$ cat config.mk
export PLATFORM = sky130hd
export DESIGN_NAME = encoder_frame_speed_estimator_flat
export DESIGN_NICKNAME = d
export VERILOG_FILES = /design/src/hw/rtl/efse_pkg.sv /design/src/hw/rtl/efse_if.sv /design/src/hw/rtl/efse_parser.sv /design/src/hw/rtl/efse_lane.sv /design/src/hw/rtl/encoder_frame_speed_estimator.sv /design/src/flat_wrapper.sv
export SDC_FILE = /design/constraint.sdc
export NUM_CORES = 2
export LEC_CHECK = 0
export BUFFER_PORTS_ARGS = -buffer_cell sky130_fd_sc_hd__buf_2
export CAP_MARGIN = 20
export CORE_MARGIN = 5
export CORE_UTILIZATION = 60
export CTS_CLUSTER_SIZE = 24
export DETAILED_ROUTE_END_ITERATION = 12
export PLACE_DENSITY = 0.77
export SLEW_MARGIN = 20
export SYNTH_ARGS = -nofsm -noshare
export SYNTH_HDL_FRONTEND = slang
export SYNTH_HIERARCHICAL = 1
export SYNTH_SLANG_ARGS = --single-unit
$ cat constraint.sdc
create_clock -name clk -period 6.8 [get_ports clk]
set_input_delay 0.68 -clock clk [delete_from_list [all_inputs] [get_ports clk]]
set_output_delay 0.68 -clock clk [all_outputs]
set_load 0.005 [all_outputs]
$ cat src/hw/rtl/efse_pkg.sv
// shared constants and types of the encoder frame speed estimator
// no dependencies; compiled first
`default_nettype none

package efse_pkg;

	// frame layout
	localparam int HexDigits = 8;
	localparam int PhaseW = $clog2(HexDigits + 2);
	localparam int SplitShift = 4 * (HexDigits / 2);
	localparam logic [15:0] RightMask =
		(SplitShift >= 16) ? 16'hFFFF : 16'((64'd1 << SplitShift) - 64'd1);

	localparam logic [7:0] CharOpen = 8'h5B;
	localparam logic [7:0] CharClose = 8'h5D;

	// request kinds
	localparam logic OpByte = 1'b0;
	localparam logic OpTick = 1'b1;

	// configuration register indexes
	localparam int CfgIndexW = 1;
	localparam logic [CfgIndexW-1:0] CfgSpeedScale = 1'd0;
	localparam logic [CfgIndexW-1:0] CfgAlpha = 1'd1;

	localparam logic [31:0] SpeedScaleReset = 32'd65536;
	localparam logic [15:0] AlphaReset = 16'd4915;
	localparam logic [15:0] AlphaOne = 16'd32768;

	// serial multiplier length, one multiplier bit per cycle
	localparam int MulSteps = 16;
	localparam int MulCntW = $clog2(MulSteps);

	// parser result for the byte being taken this cycle
	typedef struct packed {
		logic done;
		logic bad;
		logic [15:0] left;
		logic [15:0] right;
	} parse_stat_t;

endpackage

`default_nettype wire

$ cat src/hw/rtl/efse_if.sv
// channel interfaces: request input, result output and configuration write
// uses efse_pkg for the register index width
`default_nettype none

interface efse_in_if;
	logic valid;
	logic ready;
	logic operation;
	logic [7:0] rx_byte;

	modport source(output valid, output operation, output rx_byte, input ready);
	modport sink(input valid, input operation, input rx_byte, output ready);
endinterface

interface efse_out_if;
	logic valid;
	logic ready;
	logic [15:0] encoder_left;
	logic [15:0] encoder_right;
	logic signed [31:0] speed_left;
	logic signed [31:0] speed_right;
	logic frame_done;
	logic frame_bad;

	modport source(output valid, output encoder_left, output encoder_right,
		output speed_left, output speed_right, output frame_done, output frame_bad,
		input ready);
	modport sink(input valid, input encoder_left, input encoder_right,
		input speed_left, input speed_right, input frame_done, input frame_bad,
		output ready);
endinterface

interface efse_cfg_if;
	logic valid;
	logic ready;
	logic [efse_pkg::CfgIndexW-1:0] index;
	logic [31:0] data;

	modport source(output valid, output index, output data, input ready);
	modport sink(input valid, input index, input data, output ready);
endinterface

`default_nettype wire

$ cat src/hw/rtl/efse_parser.sv
// frame parser: '[' then hex digits then ']', commits left/right counts
// uses efse_pkg for frame constants and the status struct
`default_nettype none

module efse_parser (
	input  wire                 clk,
	input  wire                 arst_n,
	input  wire                 en,
	input  wire [7:0]           rx_byte,
	output efse_pkg::parse_stat_t stat,
	output logic [15:0]         count_left,
	output logic [15:0]         count_right
);

	logic [efse_pkg::PhaseW-1:0] phase_q, phase_d;
	logic [31:0] acc_q, acc_d;
	logic [4:0]  hv;

	// bit 4 flags a valid digit
	function automatic logic [4:0] hex_value(input logic [7:0] c);
		logic [7:0] t;
		t = 8'd0;
		if (c >= 8'h30 && c <= 8'h39) begin
			t = c - 8'h30;
			return {1'b1, t[3:0]};
		end
		if (c >= 8'h41 && c <= 8'h46) begin
			t = c - 8'h37;
			return {1'b1, t[3:0]};
		end
		if (c >= 8'h61 && c <= 8'h66) begin
			t = c - 8'h57;
			return {1'b1, t[3:0]};
		end
		return 5'd0;
	endfunction

	always_comb begin
		logic [63:0] wide;
		wide = {32'd0, acc_q};
		hv = hex_value(rx_byte);
		phase_d = phase_q;
		acc_d = acc_q;
		stat.done = 1'b0;
		stat.bad = 1'b0;
		stat.left = count_left;
		stat.right = count_right;
		if (rx_byte == efse_pkg::CharOpen) begin
			stat.bad = (phase_q != '0);
			acc_d = '0;
			phase_d = efse_pkg::PhaseW'(1);
		end else if (phase_q == '0) begin
			// idle, byte ignored
		end else if (phase_q <= efse_pkg::PhaseW'(efse_pkg::HexDigits)) begin
			if (!hv[4]) begin
				stat.bad = 1'b1;
				phase_d = '0;
			end else begin
				acc_d = {acc_q[27:0], hv[3:0]};
				phase_d = phase_q + efse_pkg::PhaseW'(1);
			end
		end else begin
			if (rx_byte == efse_pkg::CharClose) begin
				stat.done = 1'b1;
				stat.right = acc_q[15:0] & efse_pkg::RightMask;
				stat.left = 16'(wide >> efse_pkg::SplitShift);
			end else begin
				stat.bad = 1'b1;
			end
			phase_d = '0;
		end
	end

	always_ff @(posedge clk or negedge arst_n) begin
		if (!arst_n) begin
			phase_q <= '0;
			acc_q <= '0;
			count_left <= '0;
			count_right <= '0;
		end else if (en) begin
			phase_q <= phase_d;
			acc_q <= acc_d;
			count_left <= stat.left;
			count_right <= stat.right;
		end
	end

endmodule

`default_nettype wire

$ cat src/hw/rtl/efse_lane.sv
// one side's speed lane: wrapped delta, bit-serial scale multiply with
// saturation, bit-serial ema multiply, rounding; uses efse_pkg
`default_nettype none

module efse_lane (
	input  wire               clk,
	input  wire               arst_n,
	input  wire               start,
	input  wire [15:0]        count_now,
	input  wire [15:0]        count_before,
	input  wire signed [31:0] speed_old,
	input  wire [31:0]        speed_scale,
	input  wire [15:0]        alpha,
	output logic              done,
	output logic signed [31:0] speed_new
);

	typedef enum logic [2:0] {L_IDLE, L_MUL1, L_SAT, L_MUL2, L_SUM} lstate_t;

	lstate_t state_q;
	logic [efse_pkg::MulCntW-1:0] cnt_q;
	logic        neg_q;
	logic [48:0] p1_q;
	logic [49:0] p2_q;
	logic signed [32:0] diff_q;

	logic signed [17:0] d_wide, d_wrap, d_mag;
	logic [32:0] a1;
	logic [47:0] prod;
	logic signed [31:0] fresh;
	logic signed [32:0] diff;
	logic [33:0] a2;
	logic [50:0] sum;
	logic [15:0] alpha_c;

	always_comb begin
		d_wide = $signed({2'b00, count_now}) - $signed({2'b00, count_before});
		if (d_wide > 18'sd32768) begin
			d_wrap = d_wide - 18'sd65536;
		end else if (d_wide < -18'sd32768) begin
			d_wrap = d_wide + 18'sd65536;
		end else begin
			d_wrap = d_wide;
		end
		d_mag = d_wrap[17] ? -d_wrap : d_wrap;
		alpha_c = (alpha > efse_pkg::AlphaOne) ? efse_pkg::AlphaOne : alpha;

		a1 = p1_q[48:16] + (p1_q[0] ? {1'b0, speed_scale} : 33'd0);

		prod = p1_q[47:0];
		if (!neg_q) begin
			fresh = (prod > 48'h7FFF_FFFF) ? 32'sh7FFF_FFFF : $signed(prod[31:0]);
		end else begin
			fresh = (prod > 48'h8000_0000) ? 32'sh8000_0000 : $signed(~prod[31:0] + 32'd1);
		end
		diff = {fresh[31], fresh} - {speed_old[31], speed_old};

		a2 = p2_q[49:16] + (p2_q[0] ? {diff_q[32], diff_q} : 34'd0);

		// old * 32768 + alpha * (new - old) + half, floor shift by 15
		sum = {p2_q[49], p2_q} + {{4{speed_old[31]}}, speed_old, 15'd0} + 51'd16384;
	end

	always_ff @(posedge clk or negedge arst_n) begin
		if (!arst_n) begin
			state_q <= L_IDLE;
			cnt_q <= '0;
			neg_q <= 1'b0;
			p1_q <= '0;
			p2_q <= '0;
			diff_q <= '0;
			done <= 1'b0;
			speed_new <= '0;
		end else begin
			done <= 1'b0;
			case (state_q)
				L_IDLE: begin
					if (start) begin
						neg_q <= d_wrap[17];
						p1_q <= {33'd0, d_mag[15:0]};
						cnt_q <= '0;
						state_q <= L_MUL1;
					end
				end
				L_MUL1: begin
					p1_q <= {a1, p1_q[15:0]} >> 1;
					cnt_q <= cnt_q + efse_pkg::MulCntW'(1);
					if (cnt_q == efse_pkg::MulCntW'(efse_pkg::MulSteps - 1)) begin
						state_q <= L_SAT;
					end
				end
				L_SAT: begin
					diff_q <= diff;
					p2_q <= {34'd0, alpha_c};
					cnt_q <= '0;
					state_q <= L_MUL2;
				end
				L_MUL2: begin
					p2_q <= {a2[33], a2, p2_q[15:1]};
					cnt_q <= cnt_q + efse_pkg::MulCntW'(1);
					if (cnt_q == efse_pkg::MulCntW'(efse_pkg::MulSteps - 1)) begin
						state_q <= L_SUM;
					end
				end
				L_SUM: begin
					speed_new <= $signed(sum[46:15]);
					done <= 1'b1;
					state_q <= L_IDLE;
				end
				default: begin
					state_q <= L_IDLE;
				end
			endcase
		end
	end

endmodule

`default_nettype wire

$ cat src/hw/rtl/encoder_frame_speed_estimator.sv
// Encoder frame parser and speed estimator, top level.
// Requests on item: operation 0 carries a received byte for the frame parser
// ('[' , eight hex digits, ']'), operation 1 is a speed update tick.
// Every request yields exactly one result on result: latest committed counts,
// smoothed Q16.16 speeds and the frame done / bad flags of that byte.
// A byte's result is registered in the cycle it is taken, so it shows in the
// next cycle. A tick runs two bit-serial multiplies per side (one multiplier
// bit a cycle) plus setup, saturate and round steps, then emits its result.
// Throughput: one byte a cycle while result drains; a tick blocks item until
// its work is done and its result has been emitted.
// cfg takes speed_scale (index 0) and smoothing_alpha (index 1) at any time
// and is always ready; it should only be written while the block is idle.
// Reset (arst_n low) clears counts, speeds, parser and loads register resets.
// When result is stalled the output register holds its item and item is not
// ready until that register can be refilled; nothing is dropped.
// Depends on efse_pkg, efse_if, efse_parser and efse_lane.
`default_nettype none

module encoder_frame_speed_estimator (
	input  wire          clk,
	input  wire          arst_n,
	efse_in_if.sink      item,
	efse_out_if.source   result,
	efse_cfg_if.sink     cfg
);

	typedef enum logic [1:0] {T_IDLE, T_RUN, T_EMIT} tstate_t;

	tstate_t state_q;
	logic [31:0] scale_q;
	logic [15:0] alpha_q;
	logic signed [31:0] smooth_l_q, smooth_r_q;
	logic [15:0] prev_l_q, prev_r_q;

	logic out_valid_q;
	logic [15:0] enc_l_q, enc_r_q;
	logic signed [31:0] spd_l_q, spd_r_q;
	logic done_q, bad_q;

	logic out_free, out_load, take, take_byte, take_tick;
	efse_pkg::parse_stat_t pstat;
	logic [15:0] cnt_l, cnt_r;
	logic lane_done_l, lane_done_r;
	logic signed [31:0] new_l, new_r;

	assign out_free = !out_valid_q || result.ready;
	assign item.ready = (state_q == T_IDLE) && out_free;
	assign take = item.valid && item.ready;
	assign take_byte = take && (item.operation == efse_pkg::OpByte);
	assign take_tick = take && (item.operation == efse_pkg::OpTick);
	assign out_load = take_byte || ((state_q == T_EMIT) && out_free);
	assign cfg.ready = 1'b1;

	assign result.valid = out_valid_q;
	assign result.encoder_left = enc_l_q;
	assign result.encoder_right = enc_r_q;
	assign result.speed_left = spd_l_q;
	assign result.speed_right = spd_r_q;
	assign result.frame_done = done_q;
	assign result.frame_bad = bad_q;

	efse_parser u_parser (
		.clk        (clk),
		.arst_n     (arst_n),
		.en         (take_byte),
		.rx_byte    (item.rx_byte),
		.stat       (pstat),
		.count_left (cnt_l),
		.count_right(cnt_r)
	);

	efse_lane u_lane_l (
		.clk         (clk),
		.arst_n      (arst_n),
		.start       (take_tick),
		.count_now   (cnt_l),
		.count_before(prev_l_q),
		.speed_old   (smooth_l_q),
		.speed_scale (scale_q),
		.alpha       (alpha_q),
		.done        (lane_done_l),
		.speed_new   (new_l)
	);

	efse_lane u_lane_r (
		.clk         (clk),
		.arst_n      (arst_n),
		.start       (take_tick),
		.count_now   (cnt_r),
		.count_before(prev_r_q),
		.speed_old   (smooth_r_q),
		.speed_scale (scale_q),
		.alpha       (alpha_q),
		.done        (lane_done_r),
		.speed_new   (new_r)
	);

	always_ff @(posedge clk or negedge arst_n) begin
		if (!arst_n) begin
			state_q <= T_IDLE;
			scale_q <= efse_pkg::SpeedScaleReset;
			alpha_q <= efse_pkg::AlphaReset;
			smooth_l_q <= '0;
			smooth_r_q <= '0;
			prev_l_q <= '0;
			prev_r_q <= '0;
			out_valid_q <= 1'b0;
			enc_l_q <= '0;
			enc_r_q <= '0;
			spd_l_q <= '0;
			spd_r_q <= '0;
			done_q <= 1'b0;
			bad_q <= 1'b0;
		end else begin
			if (cfg.valid) begin
				case (cfg.index)
					efse_pkg::CfgSpeedScale: scale_q <= cfg.data;
					efse_pkg::CfgAlpha:      alpha_q <= cfg.data[15:0];
					default: begin
					end
				endcase
			end

			if (out_valid_q && result.ready && !out_load) begin
				out_valid_q <= 1'b0;
			end

			case (state_q)
				T_IDLE: begin
					if (take_byte) begin
						out_valid_q <= 1'b1;
						enc_l_q <= pstat.left;
						enc_r_q <= pstat.right;
						spd_l_q <= smooth_l_q;
						spd_r_q <= smooth_r_q;
						done_q <= pstat.done;
						bad_q <= pstat.bad;
					end else if (take_tick) begin
						state_q <= T_RUN;
					end
				end
				T_RUN: begin
					// both lanes run in lockstep
					if (lane_done_l && lane_done_r) begin
						smooth_l_q <= new_l;
						smooth_r_q <= new_r;
						prev_l_q <= cnt_l;
						prev_r_q <= cnt_r;
						state_q <= T_EMIT;
					end
				end
				T_EMIT: begin
					if (out_free) begin
						out_valid_q <= 1'b1;
						enc_l_q <= cnt_l;
						enc_r_q <= cnt_r;
						spd_l_q <= smooth_l_q;
						spd_r_q <= smooth_r_q;
						done_q <= 1'b0;
						bad_q <= 1'b0;
						state_q <= T_IDLE;
					end
				end
				default: begin
					state_q <= T_IDLE;
				end
			endcase
		end
	end

endmodule

`default_nettype wire

$ cat src/flat_wrapper.sv
// flat-port wrapper written by rule: the top's interface ports become plain ports
module encoder_frame_speed_estimator_flat 
  (clk, arst_n, item_valid, item_operation, item_rx_byte, item_ready, result_valid, result_encoder_left, result_encoder_right, result_speed_left, result_speed_right, result_frame_done, result_frame_bad, result_ready, cfg_valid, cfg_index, cfg_data, cfg_ready);
  efse_in_if item_i ();
  efse_out_if result_i ();
  efse_cfg_if cfg_i ();
  input  wire clk;
  input  wire arst_n;
  input wire logic [$bits(item_i.valid)-1:0] item_valid;
  input wire logic [$bits(item_i.operation)-1:0] item_operation;
  input wire logic [$bits(item_i.rx_byte)-1:0] item_rx_byte;
  output wire logic [$bits(item_i.ready)-1:0] item_ready;
  output wire logic [$bits(result_i.valid)-1:0] result_valid;
  output wire logic [$bits(result_i.encoder_left)-1:0] result_encoder_left;
  output wire logic [$bits(result_i.encoder_right)-1:0] result_encoder_right;
  output wire logic [$bits(result_i.speed_left)-1:0] result_speed_left;
  output wire logic [$bits(result_i.speed_right)-1:0] result_speed_right;
  output wire logic [$bits(result_i.frame_done)-1:0] result_frame_done;
  output wire logic [$bits(result_i.frame_bad)-1:0] result_frame_bad;
  input wire logic [$bits(result_i.ready)-1:0] result_ready;
  input wire logic [$bits(cfg_i.valid)-1:0] cfg_valid;
  input wire logic [$bits(cfg_i.index)-1:0] cfg_index;
  input wire logic [$bits(cfg_i.data)-1:0] cfg_data;
  output wire logic [$bits(cfg_i.ready)-1:0] cfg_ready;
  assign item_i.valid = item_valid;
  assign item_i.operation = item_operation;
  assign item_i.rx_byte = item_rx_byte;
  assign item_ready = item_i.ready;
  assign result_valid = result_i.valid;
  assign result_encoder_left = result_i.encoder_left;
  assign result_encoder_right = result_i.encoder_right;
  assign result_speed_left = result_i.speed_left;
  assign result_speed_right = result_i.speed_right;
  assign result_frame_done = result_i.frame_done;
  assign result_frame_bad = result_i.frame_bad;
  assign result_i.ready = result_ready;
  assign cfg_i.valid = cfg_valid;
  assign cfg_i.index = cfg_index;
  assign cfg_i.data = cfg_data;
  assign cfg_ready = cfg_i.ready;
  encoder_frame_speed_estimator u_core (.clk(clk), .arst_n(arst_n), .item(item_i), .result(result_i), .cfg(cfg_i));
endmodule
==> results_tabular.tex <==
\begin{tabular}{lr}
\hline
Metric & Value \\
\hline
\multicolumn{2}{l}{\textbf{Status}} \\
Run status & finished, final reports clean \\
\multicolumn{2}{l}{\textbf{Logic synthesis}} \\
Instance count of the mapped netlist & 4704 \\
Synthesis-stage register bit count & 655 \\
Number of warnings printed during yosys synthesis & 6 \\
Synth Net Count & 5061 \\
Post-synthesis async set-or-reset flop share & 1.00 \\
Synthesized cell area & 43900 um\^{}2 \\
Count of flip-flops with a built-in enable after synthesis & 0 \\
Mean post-synth cell area & 9.33 um\^{}2 \\
Seq/Total Area, Yosys & 0.374 \\
Top flip-flop cell by instance count after synthesis & dfrtp\_1 \\
Number of distinct standard cells referenced by the synthesized netlist & 107 \\
\multicolumn{2}{l}{\textbf{Power}} \\
Net switching share of the total power & 0.381 \\
Share of total power in the clock network & 0.285 \\
Share of power burned in combinational logic & 0.351 \\
Worst supply voltage drop on vdd & 0.000243 V \\
Internal Dissipation & 9.28 mW \\
Static Leakage & 23.0 nW \\
Total power per unit cell area & 312 nW/um\^{}2 \\
Sequential fraction of design power & 0.364 \\
Net Switching & 5.70 mW \\
\multicolumn{2}{l}{\textbf{Clock tree}} \\
Clock tree from TritonCTS & done \\
Clock edge transition at the registers on the reported setup and hold paths & 60 ps \\
Root buffer cell & clkbuf\_16 \\
Longest Clk Path Bufs & 3 \\
TritonCTS Sinks & 655 \\
Total clock buffers created by CTS & 74 \\
Clock latency reported for the late side of the worst-skew pair & 620 ps \\
H-tree level count & 3 \\
Post-CTS Setup Repair Bufs & 0 \\
\multicolumn{2}{l}{\textbf{Die}} \\
Top Ports & 148 \\
Horizontal die dimension & 280 um \\
Die Height & 280 um \\
Total number of placement rows & 99 \\
Die Area & 78600 um\^{}2 \\
CORE AREA & 72700 um\^{}2 \\
Initial Utilization & 0.603 \\
\multicolumn{2}{l}{\textbf{Timing}} \\
Worst max-slew margin expressed relative to the limit & 0.258 \\
Crit path time final & 6240 ps \\
Fin. max-slew vios & 0 \\
Actual slew at the worst max-slew pin & 1110 ps \\
Sum of negative setup slack & 0 ps \\
Number of endpoints failing setup at the final stage & 0 \\
Unrepaired setup endpoints after global routing & no \\
Final clock period utilization by the worst path & 0.918 \\
Fmax & 160 MHz \\
Final Hold Violating Endpoints & 0 \\
Fin Clk Skew & 16.5 ps \\
\multicolumn{2}{l}{\textbf{Cells and area}} \\
Commonest non-fill, non-tap cell in the layout & dfrtp\_1 \\
Number of inserted filler cells in the final layout & 5829 \\
Number of nets in the final layout & 5122 \\
Ratio of cells with drive above 1 in the final layout & 0.136 \\
Core Util, Final & 0.660 \\
Area added between synthesis and finish & 9.37\% \\
Most used cells in the layout excluding fill and tap cells & dfrtp\_1 (647), nand2\_1 (484), o21ai\_0 (372) \\
\multicolumn{2}{l}{\textbf{Placed design}} \\
RePlAce Congestion & 0.932 \\
Half-perimeter wire length after detailed placement & 80300 um \\
Number of port buffers & 146 \\
\multicolumn{2}{l}{\textbf{Worst setup path}} \\
Nature of the critical path startpoint & flip-flop \\
CP endpoint kind & flip-flop \\
Category of the critical setup timing path & reg2reg \\
Data arrival at the endpoint of the critical path & 6700 ps \\
Required time of the critical path & 7260 ps \\
Worst-path fanout max & 26 \\
\multicolumn{2}{l}{\textbf{Global route}} \\
Number of global-route vias before repair & 34.3k \\
First-pass GRT wire length & 179000 um \\
Overall Global Routing Usage & 0.274 \\
Antenna violations before repair & 8 \\
Total congestion overflow after global routing & 0 \\
Pin count of the biggest net entering global routing & 159 \\
\multicolumn{2}{l}{\textbf{Job}} \\
Max-cap viol count & 0 \\
\multicolumn{2}{l}{\textbf{Route}} \\
Routed WL per cell & 19.0 um \\
Routed vias/inst & 6.20 \\
Total iterations of the first detailed-routing run & 9 \\
Number of antenna-violating nets in the routed design & 0 \\
Final WL & 110000 um \\
Total via count after detailed routing & 35.9k \\
Remaining DRCs & 0 \\
Iteration-0 DRC count of the detailed router & 3024 \\
\multicolumn{2}{l}{\textbf{Worst hold path}} \\
Worst min path class & in2reg \\
\hline
\end{tabular}
-- power groups by stage --
stage / Combinational (mW) / Clock (mW) / Sequential (mW)
after floorplan: 4.12 / 0 / 5.15
after global placement: 5.04 / 0 / 5.45
after detailed placement: 5.17 / 0 / 5.49
after CTS: 5.21 / 4.36 / 5.42
after global routing: 5.90 / 4.53 / 5.54
final: 5.27 / 4.27 / 5.45
-- metal layers --
| layer | vias to the layer above | GRT usage | wire length [um] |
|---|---|---|---|
| met4 | 10 | 0.0645 | 2150 |
| li1 | 17200 | - | - |
| met3 | 169 | 0.0491 | 7910 |
| met2 | 1161 | 0.419 | 48000 |
| met1 | 17300 | 0.409 | 51500 |
| met5 | - | 0 | 69 |
-- path summary, 6_finish.rpt --
check | start | endpoint | slack (ps) | depth (start not counted)
max | u_core/u_lane_r/p1_q[2] | u_core/u_lane_r/diff_q[26] | 560 | 22
min | cfg_data[22] | u_core/scale_q[22] | 290 | 2
max reg2reg | u_core/u_lane_r/p1_q[2] | u_core/u_lane_r/diff_q[26] | 560 | 22
min reg2reg | u_core/u_lane_l/speed_new[10] | u_core/u_lane_l/speed_new[10] | 470 | 2
max in group asynchronous | arst_n | u_core/u_lane_r/p2_q[47] | 4950 | 3
min in group asynchronous | arst_n | u_core/u_parser/acc_q[11] | 580 | 2
-- metrics by stage --
| step | std cells | hold WS, ps | power [mW] | instance area (um^2) | setup WS [ps] |
|---|---|---|---|---|---|
| 6_report | 5784 | 290 | 15.0 | 48000 | 559 |
| 4_1_cts | 5783 | 264 | 15.0 | 48000 | 345 |
| 2_1_floorplan | 4704 | 384 | 9.28 | 43900 | 1270 |
| 3_3_place_gp | 5647 | 452 | 10.5 | 45300 | 611 |
| 3_5_place_dp | 5647 | 460 | 10.7 | 45300 | 414 |
| 5_1_grt | 5783 | 290 | 16.0 | 48000 | 12.9 |
-- final cells by class --
type	instances	area [um^2]	share of cell area
sequential	655	16400	0.342
clock buffer	96	2100	0.0437
timing repair buffer	185	1100	0.0229
inverter	248	932	0.0194
tap	959	1200	0.0250
antenna	1	2.50	0.0000521
clock inverter	39	523	0.0109
multi-input combinational	3601	25700	0.536
-- cell families after synthesis --
kind of cell | count (synthesis) | synth area share
AO/OA/AOI/OAI | 1330 | 0.196
flip-flops | 655 | 0.374
adder cells (fa/ha/maj) | 310 | 0.0901
buffers and inverters | 448 | 0.0414
AND/OR/NAND/NOR | 1349 | 0.155
XOR/XNOR | 245 | 0.0489
other | 1 | 0.0000855
multiplexers | 366 | 0.0948
-- state kept, by name (all words and copies together), names as in the netlist, 33 cells and up --
| name | flops |
|---|---|
| u_core/u_lane_l/p1_q | 48 |
| u_core/u_lane_r/p2_q | 49 |
| u_core/u_lane_l/diff_q | 33 |
| u_core/u_lane_l/p2_q | 49 |
| u_core/u_lane_r/p1_q | 48 |
| u_core/u_lane_r/diff_q | 33 |
-- critical path, stage by stage (launching register included) --
cell       delay (ps)
dfrtp_1           430
nor3_1            410
nand3_1           300
nor3_2            290
nand4_1           270
or4_4             590
o41ai_1           300
nand2b_1          140
buf_4             240
o21ai_0           220
nand2_1            90
o311ai_1          100
ha_1              320
o21a_1            200
o21ai_0           230
a21oi_1           130
a221oi_2          370
o41ai_1           200
and4_1            230
a2111oi_1         600
a21oi_1           190
xnor2_1           150
o21ai_0            90
-- cells in the mapped netlist, types with 45 or more instances --
cell type / number / area [um^2]
dfrtp_1: 647 / 16200
nand2_1: 487 / 1830
o21ai_0: 372 / 1860
ha_1: 300 / 3750
a21oi_1: 257 / 1290
mux2_2: 253 / 2850
inv_1: 246 / 923
nor2_1: 183 / 687
and2_1: 151 / 945
clkbuf_1: 141 / 529
xnor2_1: 123 / 1080
a21o_1: 122 / 916
xor2_1: 122 / 1070
nand3_1: 99 / 495
nor3_1: 92 / 460
o21ai_1: 88 / 440
mux2_1: 68 / 766
nor2b_1: 49 / 307
o21a_1: 48 / 360
o311ai_1: 47 / 412
nand2b_1: 45 / 282
-- repair_timing --
item	4_1_cts	5_1_grt
endpoints found under the setup margin	0	2
resized for setup	0	2
hold buffers	1	0
endpoints found under the hold margin	49	0
Note: power is estimated with default switching activity, not from simulation.
